### src/rtl/core/tocu_pkg.sv
// ============================================================================
// tocu_pkg - shared types and constants for the timestamp order check
// Widths, limits and the per-record structs passed between the check
// and unwrap stages.
// ============================================================================
package tocu_pkg;

    // Board and time geometry
    localparam int NUM_BOARDS  = 16;
    localparam int BOARD_IN_W  = 4;
    localparam int BOARD_IDX_W = (NUM_BOARDS > 1) ? $clog2(NUM_BOARDS) : 1;
    localparam int TIME_BITS   = 30;
    localparam int WRAP_W      = 32;
    localparam int CORR_W      = 62;
    localparam int TALLY_W     = 16;

    localparam logic [TALLY_W-1:0]   TALLY_MAX      = '1;
    localparam logic [WRAP_W-1:0]    WRAP_MAX       = '1;
    localparam logic [TIME_BITS-1:0] MAX_DIFF_RESET = TIME_BITS'(10000000);

    // One input word as held in the input register
    typedef struct packed {
        logic [BOARD_IN_W-1:0] board_index;
        logic [TIME_BITS-1:0]  timestamp;
        logic                  is_reference;
        logic                  is_overflow;
        logic                  last_of_batch;
    } rec_t;

    // Step control from the order check to the unwrap stage
    typedef struct packed {
        logic advance;
        logic accept;
    } step_t;

    // Fold a raw board number onto the implemented boards
    function automatic logic [BOARD_IDX_W-1:0] board_slot(input logic [BOARD_IN_W-1:0] idx);
        logic [BOARD_IDX_W-1:0] slot;
        slot = '0;
        for (int k = 0; k < (1 << BOARD_IN_W); k++) begin
            if (idx == BOARD_IN_W'(k)) begin
                slot = BOARD_IDX_W'(k % NUM_BOARDS);
            end
        end
        return slot;
    endfunction

endpackage

### src/rtl/core/tocu_check.sv
// ============================================================================
// tocu_check - batch order check and drop tally
// Decides whether the held word is kept and tracks the per-batch state:
// previous kept time, reference flag, drop mode and saturating drop count.
// ============================================================================
module tocu_check (
    input  logic                           aclk,
    input  logic                           aresetn,
    input  tocu_pkg::rec_t                 rec,
    input  logic                           advance,
    input  logic [tocu_pkg::TIME_BITS-1:0] step_limit,
    output tocu_pkg::step_t                step,
    output logic [tocu_pkg::TALLY_W-1:0]   dropped_count
);

    logic [tocu_pkg::TIME_BITS-1:0] prev_time_reg, prev_time_next;
    logic                           prev_ref_reg, prev_ref_next;
    logic                           dropping_reg, dropping_next;
    logic                           batch_start_reg, batch_start_next;
    logic [tocu_pkg::TALLY_W-1:0]   tally_reg, tally_next;

    logic                           accept;
    logic [tocu_pkg::TIME_BITS-1:0] step_size;
    logic [tocu_pkg::TALLY_W-1:0]   tally_base;
    logic [tocu_pkg::TALLY_W-1:0]   tally_new;

    // Decide keep or drop for the held word
    always_comb begin
        step_size = rec.timestamp - prev_time_reg;
        if (batch_start_reg) begin
            accept = 1'b1;
        end else if (dropping_reg) begin
            accept = 1'b0;
        end else if (rec.timestamp <= prev_time_reg) begin
            accept = prev_ref_reg | rec.is_overflow;
        end else begin
            accept = (step_size <= step_limit);
        end
    end

    // Count drops, saturating; a new batch starts from zero
    always_comb begin
        tally_base = batch_start_reg ? '0 : tally_reg;
        if (!accept && (tally_base != tocu_pkg::TALLY_MAX)) begin
            tally_new = tally_base + 1'b1;
        end else begin
            tally_new = tally_base;
        end
    end

    // Next batch state; batch end reopens the batch
    always_comb begin
        prev_time_next   = accept ? rec.timestamp : prev_time_reg;
        prev_ref_next    = accept ? rec.is_reference : prev_ref_reg;
        if (rec.last_of_batch) begin
            batch_start_next = 1'b1;
            dropping_next    = 1'b0;
            tally_next       = '0;
        end else begin
            batch_start_next = 1'b0;
            dropping_next    = (dropping_reg & ~batch_start_reg) | ~accept;
            tally_next       = tally_new;
        end
    end

    // Advance batch state with each word taken into the result register
    always_ff @(posedge aclk) begin
        if (!aresetn) begin
            prev_time_reg   <= '0;
            prev_ref_reg    <= 1'b0;
            dropping_reg    <= 1'b0;
            batch_start_reg <= 1'b1;
            tally_reg       <= '0;
        end else if (advance) begin
            prev_time_reg   <= prev_time_next;
            prev_ref_reg    <= prev_ref_next;
            dropping_reg    <= dropping_next;
            batch_start_reg <= batch_start_next;
            tally_reg       <= tally_next;
        end
    end

    assign step.advance  = advance;
    assign step.accept   = accept;
    assign dropped_count = rec.last_of_batch ? tally_new : '0;

endmodule

### src/rtl/core/tocu_unwrap.sv
// ============================================================================
// tocu_unwrap - per-board wraparound unwrapping
// Holds each board's wrap count and last kept time, raises the count on a
// falling overflow word and forms the corrected time of kept words.
// ============================================================================
module tocu_unwrap (
    input  logic                        aclk,
    input  logic                        aresetn,
    input  tocu_pkg::rec_t              rec,
    input  tocu_pkg::step_t             step,
    output logic [tocu_pkg::CORR_W-1:0] corr_time
);

    logic [tocu_pkg::WRAP_W-1:0]    wrap_reg [tocu_pkg::NUM_BOARDS];
    logic [tocu_pkg::TIME_BITS-1:0] last_reg [tocu_pkg::NUM_BOARDS];
    logic [tocu_pkg::WRAP_W-1:0]    wrap_next;
    logic [tocu_pkg::TIME_BITS-1:0] last_next;

    logic [tocu_pkg::BOARD_IDX_W-1:0] slot;
    logic [tocu_pkg::WRAP_W-1:0]      wrap_cur;
    logic [tocu_pkg::WRAP_W-1:0]      wrap_new;
    logic                             wrap_up;

    assign slot     = tocu_pkg::board_slot(rec.board_index);
    assign wrap_cur = wrap_reg[slot];

    // Raise the wrap count on a falling overflow word, saturating
    always_comb begin
        wrap_up = ~rec.is_reference & rec.is_overflow & (rec.timestamp < last_reg[slot]);
        if (wrap_up && (wrap_cur != tocu_pkg::WRAP_MAX)) begin
            wrap_new = wrap_cur + 1'b1;
        end else begin
            wrap_new = wrap_cur;
        end
    end

    // Stamp kept words; dropped words carry zero
    always_comb begin
        if (step.accept) begin
            corr_time = (tocu_pkg::CORR_W'(wrap_new) << tocu_pkg::TIME_BITS)
                      | tocu_pkg::CORR_W'(rec.timestamp);
        end else begin
            corr_time = '0;
        end
    end

    // A reference clears the board after stamping
    always_comb begin
        if (rec.is_reference) begin
            wrap_next = '0;
            last_next = '0;
        end else begin
            wrap_next = wrap_new;
            last_next = rec.timestamp;
        end
    end

    // Update only the addressed board, only for kept words
    always_ff @(posedge aclk) begin
        if (!aresetn) begin
            for (int b = 0; b < tocu_pkg::NUM_BOARDS; b++) begin
                wrap_reg[b] <= '0;
                last_reg[b] <= '0;
            end
        end else if (step.advance && step.accept) begin
            wrap_reg[slot] <= wrap_next;
            last_reg[slot] <= last_next;
        end
    end

endmodule

### src/rtl/core/timestamp_order_check_unwrap_core.sv
// ============================================================================
// timestamp_order_check_unwrap_core - board record order check and unwrap
// Top level: input register, check and unwrap logic, result register.
// ============================================================================
//
// Usage:
//   Input channel s_*: one board event record per word, batches closed by
//   s_last_of_batch. Result channel m_*: one result word per input word, in
//   order, with keep flag, corrected 62-bit time, reference flag, drop count
//   (on the batch's last word) and batch end flag.
//   cfg_wr_en/cfg_wr_data load the step limit register; write it only
//   while no words are in flight.
// Timing:
//   A taken word sits in the input register and moves on into the result
//   register when that is free or being taken, which raises m_valid.
//   Throughput, while results are taken, is one word per cycle, set by the
//   combinational check and per-board register update in between.
// Reset and stall:
//   Reset empties both registers, opens a new batch, clears every board's
//   wrap count and last time and loads the step limit with 10000000.
//   While m_ready is low the result holds; one more word may be taken into
//   the input register, then s_ready drops until the result is taken.
//
module timestamp_order_check_unwrap_core (
    input  logic                            aclk,
    input  logic                            aresetn,
    input  logic                            cfg_wr_en,
    input  logic [tocu_pkg::TIME_BITS-1:0]  cfg_wr_data,
    input  logic                            s_valid,
    output logic                            s_ready,
    input  logic [tocu_pkg::BOARD_IN_W-1:0] s_board_index,
    input  logic [tocu_pkg::TIME_BITS-1:0]  s_timestamp,
    input  logic                            s_is_reference,
    input  logic                            s_is_overflow,
    input  logic                            s_last_of_batch,
    output logic                            m_valid,
    input  logic                            m_ready,
    output logic                            m_accepted,
    output logic [tocu_pkg::CORR_W-1:0]     m_corrected_time,
    output logic                            m_reference_seen,
    output logic [tocu_pkg::TALLY_W-1:0]    m_dropped_count,
    output logic                            m_batch_end
);

    logic [tocu_pkg::TIME_BITS-1:0] max_diff_reg;
    logic                           in_valid_reg;
    tocu_pkg::rec_t                 in_rec_reg;
    logic                           out_valid_reg;
    logic                           out_accepted_reg;
    logic [tocu_pkg::CORR_W-1:0]    out_corr_reg;
    logic                           out_ref_reg;
    logic [tocu_pkg::TALLY_W-1:0]   out_drop_reg;
    logic                           out_end_reg;

    logic                           advance;
    tocu_pkg::step_t                step;
    logic [tocu_pkg::TALLY_W-1:0]   dropped_count;
    logic [tocu_pkg::CORR_W-1:0]    corr_time;

    // Move the held word on when the result register is free or being taken
    assign advance = in_valid_reg & (~out_valid_reg | m_ready);
    assign s_ready = ~in_valid_reg | advance;

    // Hold the limit register
    always_ff @(posedge aclk) begin
        if (!aresetn) begin
            max_diff_reg <= tocu_pkg::MAX_DIFF_RESET;
        end else if (cfg_wr_en) begin
            max_diff_reg <= cfg_wr_data;
        end
    end

    // Input register
    always_ff @(posedge aclk) begin
        if (!aresetn) begin
            in_valid_reg <= 1'b0;
        end else if (s_ready) begin
            in_valid_reg <= s_valid;
        end
    end

    always_ff @(posedge aclk) begin
        if (s_valid && s_ready) begin
            in_rec_reg.board_index   <= s_board_index;
            in_rec_reg.timestamp     <= s_timestamp;
            in_rec_reg.is_reference  <= s_is_reference;
            in_rec_reg.is_overflow   <= s_is_overflow;
            in_rec_reg.last_of_batch <= s_last_of_batch;
        end
    end

    tocu_check u_check (
        .aclk          (aclk),
        .aresetn       (aresetn),
        .rec           (in_rec_reg),
        .advance       (advance),
        .step_limit    (max_diff_reg),
        .step          (step),
        .dropped_count (dropped_count)
    );

    tocu_unwrap u_unwrap (
        .aclk      (aclk),
        .aresetn   (aresetn),
        .rec       (in_rec_reg),
        .step      (step),
        .corr_time (corr_time)
    );

    // Result register
    always_ff @(posedge aclk) begin
        if (!aresetn) begin
            out_valid_reg <= 1'b0;
        end else if (advance) begin
            out_valid_reg <= 1'b1;
        end else if (m_ready) begin
            out_valid_reg <= 1'b0;
        end
    end

    always_ff @(posedge aclk) begin
        if (advance) begin
            out_accepted_reg <= step.accept;
            out_corr_reg     <= corr_time;
            out_ref_reg      <= step.accept & in_rec_reg.is_reference;
            out_drop_reg     <= dropped_count;
            out_end_reg      <= in_rec_reg.last_of_batch;
        end
    end

    assign m_valid          = out_valid_reg;
    assign m_accepted       = out_accepted_reg;
    assign m_corrected_time = out_corr_reg;
    assign m_reference_seen = out_ref_reg;
    assign m_dropped_count  = out_drop_reg;
    assign m_batch_end      = out_end_reg;

    // A dropped word carries no time and no reference flag
    a_drop_clean: assert property (@(posedge aclk) disable iff (!aresetn)
        m_valid && !m_accepted |-> (m_corrected_time == '0) && !m_reference_seen)
        else $error("dropped word carries time or reference flag");

    // The drop count shows only on the batch's last word
    a_count_at_end: assert property (@(posedge aclk) disable iff (!aresetn)
        m_valid && !m_batch_end |-> m_dropped_count == '0)
        else $error("drop count reported before batch end");

    // A stalled result stays in place
    a_stall_hold: assert property (@(posedge aclk) disable iff (!aresetn)
        m_valid && !m_ready |=> m_valid && $stable(m_corrected_time)
            && $stable(m_accepted) && $stable(m_dropped_count))
        else $error("result changed while stalled");

    // A kept reference is never reported as a drop
    a_ref_kept: assert property (@(posedge aclk) disable iff (!aresetn)
        m_valid && m_reference_seen |-> m_accepted)
        else $error("reference flag on a dropped word");

endmodule

### config.mk
export PLATFORM = sky130hd
export DESIGN_NAME = timestamp_order_check_unwrap_core
export DESIGN_NICKNAME = d
export VERILOG_FILES = /design/src/rtl/core/tocu_pkg.sv /design/src/rtl/core/tocu_check.sv /design/src/rtl/core/tocu_unwrap.sv /design/src/rtl/core/timestamp_order_check_unwrap_core.sv
export SDC_FILE = /design/constraint.sdc
export NUM_CORES = 2
export LEC_CHECK = 0
export ABC_AREA = 0
export BUFFER_PORTS_ARGS = -buffer_cell sky130_fd_sc_hd__buf_2
export CAP_MARGIN = 20
export CORE_MARGIN = 2
export CORE_UTILIZATION = 59
export DETAILED_ROUTE_END_ITERATION = 8
export GPL_TIMING_DRIVEN = 0
export PLACE_DENSITY = 0.79
export SKIP_CTS_REPAIR_TIMING = 1
export SKIP_LAST_GASP = 1
export SLEW_MARGIN = 20
export SYNTH_ARGS = -nofsm -noshare
export SYNTH_HDL_FRONTEND = slang
export SYNTH_SLANG_ARGS = --single-unit
### constraint.sdc
create_clock -name aclk -period 8.6 [get_ports aclk]
set_input_delay 1.29 -clock aclk [delete_from_list [all_inputs] [get_ports aclk]]
set_output_delay 1.29 -clock aclk [all_outputs]
set_load 0.03 [all_outputs]
# After elaboration in Yosys (flattened, before gate mapping)
# Memory sizes are Yosys's and may differ from the RTL's.
# Index checks and enable logic that the tools add are counted.
dict set report totals {
  n_memories 2
  mem_bits_rw 992
  out_inout_bits 83
  wordCells 105
  in_bits 72
  register_bits 199
}
dict set report classes {
  bitwise_logic 15
  n_mux 38
  reduce_logical 9
  n_eq_ne 17
  n_addsub 3
  order_cmp 3
}
# memory words width read_ports rd_ports_with_merged_regs wr line
set memory_table {}
lappend memory_table {u_unwrap.wrap_reg 16 32 1 0 16 tocu_unwrap.sv:14} ;# logic [tocu_pkg::WRAP_W-1:0] wrap_reg [tocu_pkg::NUM_BOARDS];
lappend memory_table {u_unwrap.last_reg 16 30 1 0 16 tocu_unwrap.sv:15} ;# logic [tocu_pkg::TIME_BITS-1:0] last_reg [tocu_pkg::NUM_BOARDS];
# op n
set op_table {}
lappend op_table {{32-bit 2-to-1 mux} 3}
lappend op_table {{4-bit 2-to-1 mux} 16}
lappend op_table {{62-bit by 30-bit OR with 62-bit output} 1}
lappend op_table {{30-bit less-or-equal comparator} 2}
lappend op_table {{30-bit 2-to-1 mux} 2}
lappend op_table {{16-bit 2-to-1 mux} 3}
lappend op_table {{32-bit by 1-bit adder with 32-bit output (second input constant)} 1}
lappend op_table {{4-bit equality test (second input constant)} 8}
lappend op_table {{32-bit != test (second input constant)} 1}
lappend op_table {{32-bit OR reduction} 1}
lappend op_table {{30-bit < comparator} 1}
lappend op_table {{30-bit OR reduction} 1}
lappend op_table {{30-bit subtractor} 1}
lappend op_table {{16-bit by 1-bit adder with 16-bit output (second input constant)} 1}
lappend op_table {{4-bit by 3-bit equality test with 1-bit output (second input constant)} 4}
lappend op_table {{16-bit != test (second input constant)} 1}
lappend op_table {{1-bit 2-to-1 mux} 14}
lappend op_table {{4-bit by 2-bit equality test with 1-bit output (second input constant)} 2}
lappend op_table {{1-bit bitwise AND} 5}
lappend op_table {{1-bit NOT} 5}
lappend op_table {{4-bit by 1-bit equality test with 1-bit output (second input constant)} 1}
lappend op_table {{1-bit logical AND} 4}
lappend op_table {{1-bit OR} 4}
lappend op_table {{2-bit AND reduction} 1}
lappend op_table {{other kinds (2)} 2}

# Logic depth before layout (Yosys ltp)
# An unclocked memory read counts as a cell.
dict set report logic_depth {
  depth_word 23
  mapped_depth 26
  depth_no_buf 24
}

# Hierarchy
# A second synthesis with hierarchy kept.
dict set report hier_totals {
  hier_cells 4015
  area_unflattened_um2 54820.1
}
# mod cells_per_inst instances seq_area_each_um2 area_each_um2
set by_module_without_submodules {}
lappend by_module_without_submodules {tocu_unwrap 3102 1 29788.6 45067.0}
lappend by_module_without_submodules {tocu_check 688 1 980.9 4967.3}
lappend by_module_without_submodules {timestamp_order_check_unwrap_core 225 1 4184.0 4785.8}

# Least setup slack after synthesis
# OpenSTA, ideal clock, no wires.
dict set report synth_timing {
  path_type {register to register}
  startpoint {register in_rec_reg[3] (netlist bit)}
  endpoint {memory u_unwrap.last_reg[6][0] (netlist bit) (enable)}
  path_slack_ns 1.793
  required_time_ns 8.179
  setup_ns 0.421
  arrival_ns 6.385
  path_buffers 2
  period_less_slack_ns 6.807
  path_stages_with_launch 26
  path_cell_list {edfxtp_1 > inv_1 > ha_1 > inv_1 > fa_1 > a211oi_1 > o21bai_1 > a211oi_1 > nor2_1 > a21o_1 > a21oi_1 > o21bai_1 > a21oi_1 > xnor2_1 > ha_1 > nand3_1 > nor3_1 > a221oi_1 > nand4_1 > o211a_1 > o311a_1 > nor2_1 > clkbuf_1 > nand3_1 > clkbuf_1 > nand2_1}
}
# element line
set synth_lines {}
lappend synth_lines {{from (decl)} timestamp_order_check_unwrap_core.sv:47} ;# tocu_pkg::rec_t in_rec_reg;
lappend synth_lines {{to (decl)} tocu_unwrap.sv:15}

==> impl_metrics.ini <==
[logic_synthesis]
async_reset_ff_share_pct = 0
synth_edf_count = 1110
ys.flop_type = edfxtp_1
syn_nets = 4092
yosysWarnings = 0
ys_ff_latch = 1191
syn_area_mm2 = 0.0544
avgSynthCellArea_um2 = 13.8
ys_seq_area_share_pct = 64.3
syn-instance-count = 3928
synth.distinct_cells = 94

[floorplan]
dieArea_mm2 = 0.0946
num_io_pins = 155
die_y_um = 308
std_cell_rows = 111
start_util_pct = 59.4
die_w_um = 308
coreArea_mm2 = 0.0915

[power]
cellPowerDensity_mw_per_mm2 = 213
p_comb_share_pct = 10.4
switchingPower_mw = 3.17
power_frac_clock_pct = 38.4
internal_power_mw = 9.82
leakagePower_nw = 21.4
p_sw_share_pct = 24.4
irDropWorstVdd_mv = 0.140
seq_power_share_pct = 51.1

[worst_setup_path]
critPathCapture = u_unwrap.wrap_reg[3][3]
worstSetupPathType = register to register
rrSetupSlack_ps = -100
crit_path_top_delay_cell = nand2_4
cp.arrival_ps = 9070
rr_worst_depth = 26
cp-end-kind = register
reg2reg_from = in_rec_reg[3]
start_kind = register
crit_path_max_fanout = 33
max_stage_delay_ps = 640
startpoint = in_rec_reg[3]
reg2reg_to = u_unwrap.wrap_reg[3][3]
critical_path_required_ps = 8970

[route]
via_count = 36500
drtIter0Drc = 5875
drtPass1Iterations = 7
postRouteAntennaNets = 0
via_per_inst = 6.65
wire_per_inst_um = 29.4
drc_errors = 0
wirelength_um = 162000

[clock_network]
cts_buffers = 113
clockBufferDepth = 3
cts_tree = yes
htree_levels = 3
cts_sinks = 1191
cts_root_buf = clkbuf_16
insertion_delay_ps = 710
cts.clk_slew.worst_paths_ps = 60

[placement]
gp_congestion = 0.889
hpwlAfterDp_um = 103000
portBuffers = 153
dpl_worst_slack_ps = -1060

[grt]
grt_use_total_pct = 34.0
met1_usage_pct = 42.4
grt_use_met3_pct = 10.5
antenna_found_initial = 2
grt_pass1_vias = 36500
grt_max_degree = 54
grt_pass1_wl_um = 232000
globalRouteMet2Util_pct = 53.5
grt.busiest_layer = met2
overflow = 0

[final_layout]
layout_common_cells = 1,110 x edfxtp_1, 971 x nor2_1, 259 x mux4_2
area_growth_pct = 12.2
largest_reg_flops = 512
nets = 4380
post-route-util_pct = 66.7
final_common_cell = edfxtp_1
drive_gt1_share_pct = 18.9

[sta]
period_needed_ps = 8700
setup_viol_count_final = 66
fin_worst_skew_ps = 39.4
relSlewSlack_pct = 17.8
period_share_pct = 101
drv_slew = 0
rsz0062_at_grt = true
hold_viol = 0
worst_pin_slew_ps = 1230
fin_ws_ps = -97.9
timing.fmax_mhz = 115

[hold_path]
hold_path.startpoint = u_check.prev_time_reg[28]
hold_path_class = register to register

[outcome]
status = complete, but fails checks
violations = negative setup slack

[job]
max_cap_violations = 0
worst min path at each step:
stage                                           end  cells past startpoint
after floorplan           u_check.prev_time_reg[20]                      2
final                     u_check.prev_time_reg[28]                      2
after global routing       u_check.prev_time_reg[8]                      2
after global placement    u_check.prev_time_reg[22]                      2
after CTS                 u_check.prev_time_reg[28]                      2
after detailed placement  u_check.prev_time_reg[12]                      2
per-stage QoR:
stage | cell area [um^2] | setup TNS [ps] | hold slack [ps] | std cells | power (mW)
5_1_grt | 61000 | -59910 | 485 | 5494 | 13.3
6_report | 61000 | -4950 | 463 | 5495 | 13.0
2_1_floorplan | 54400 | 0 | 443 | 3928 | 7.60
3_5_place_dp | 57200 | -343450 | 458 | 5287 | 8.06
3_3_place_gp | 56600 | -2511930 | 450 | 5267 | 8.02
4_1_cts | 60800 | -383560 | 466 | 5494 | 12.9
worst max-delay path: cells and delay by family, from the launching register on:
kind                       cells  cell delay (ps)
AOI/OAI and AO/OA             10             2810
and+or+nand+nor                7             2090
buffers and inverters          5             1650
adders and majority gates      3              920
DFF                            1              620
xor gates and xnor gates       1              170
cells in the mapped netlist, types with 35 or more instances:
| cell type | number | area share [%] |
|---|---|---|
| nor2b_1 | 45 | 0.52 |
| edfxtp_1 | 1110 | 61 |
| o21ai_0 | 36 | 0.33 |
| a21oi_1 | 62 | 0.57 |
| ha_1 | 91 | 2.1 |
| inv_1 | 111 | 0.77 |
| clkbuf_1 | 183 | 1.3 |
| nor3_1 | 83 | 0.76 |
| and2_1 | 52 | 0.60 |
| nand2_1 | 206 | 1.4 |
| a22oi_1 | 44 | 0.61 |
| dfxtp_1 | 81 | 3.0 |
| buf_2 | 35 | 0.32 |
| nand3_1 | 52 | 0.48 |
| nor2_1 | 972 | 6.7 |
| mux4_2 | 259 | 11 |
| a21boi_0 | 38 | 0.52 |
area by class of cell:
cell class,count,area [um^2]
inverters,111,417
flip-flops and latches,1191,35000
well taps,1186,1480
multi-input cells,2323,17700
diodes,1,2.50
plain buffers,301,1620
clock buffers,140,3040
repair buffers,175,1250
clock inverters,67,582
fillers,6096,30500
power by group through the flow:
stage	Combinational [mW]	Sequential [mW]	Clock, mW
2_1_floorplan	0.829	6.77	0
3_3_place_gp	1.25	6.78	0
3_5_place_dp	1.31	6.76	0
4_1_cts	1.32	6.64	4.95
5_1_grt	1.43	6.65	5.17
6_report	1.35	6.64	4.99
cell families (layout without fill, tap and decap cells):
group,Yosys count,after routing,synth area share [%]
AND/OR/NAND/NOR,1553,1553,12.3
flip-flops,1191,1191,64.3
buffers and inverters,414,794,3.69
multiplexers,324,324,12.6
AO/OA/AOI/OAI,293,293,3.80
adder cells (fa/ha/maj),92,92,2.13
XOR/XNOR,61,61,1.10
other,0,1,0
layer usage:
layer	wire, um	share of wire [%]
met4	9070	5.6
met5	51	0.032
met2	74400	46
met3	24000	15
met1	53900	33
(Power assumes the default switching activity.)
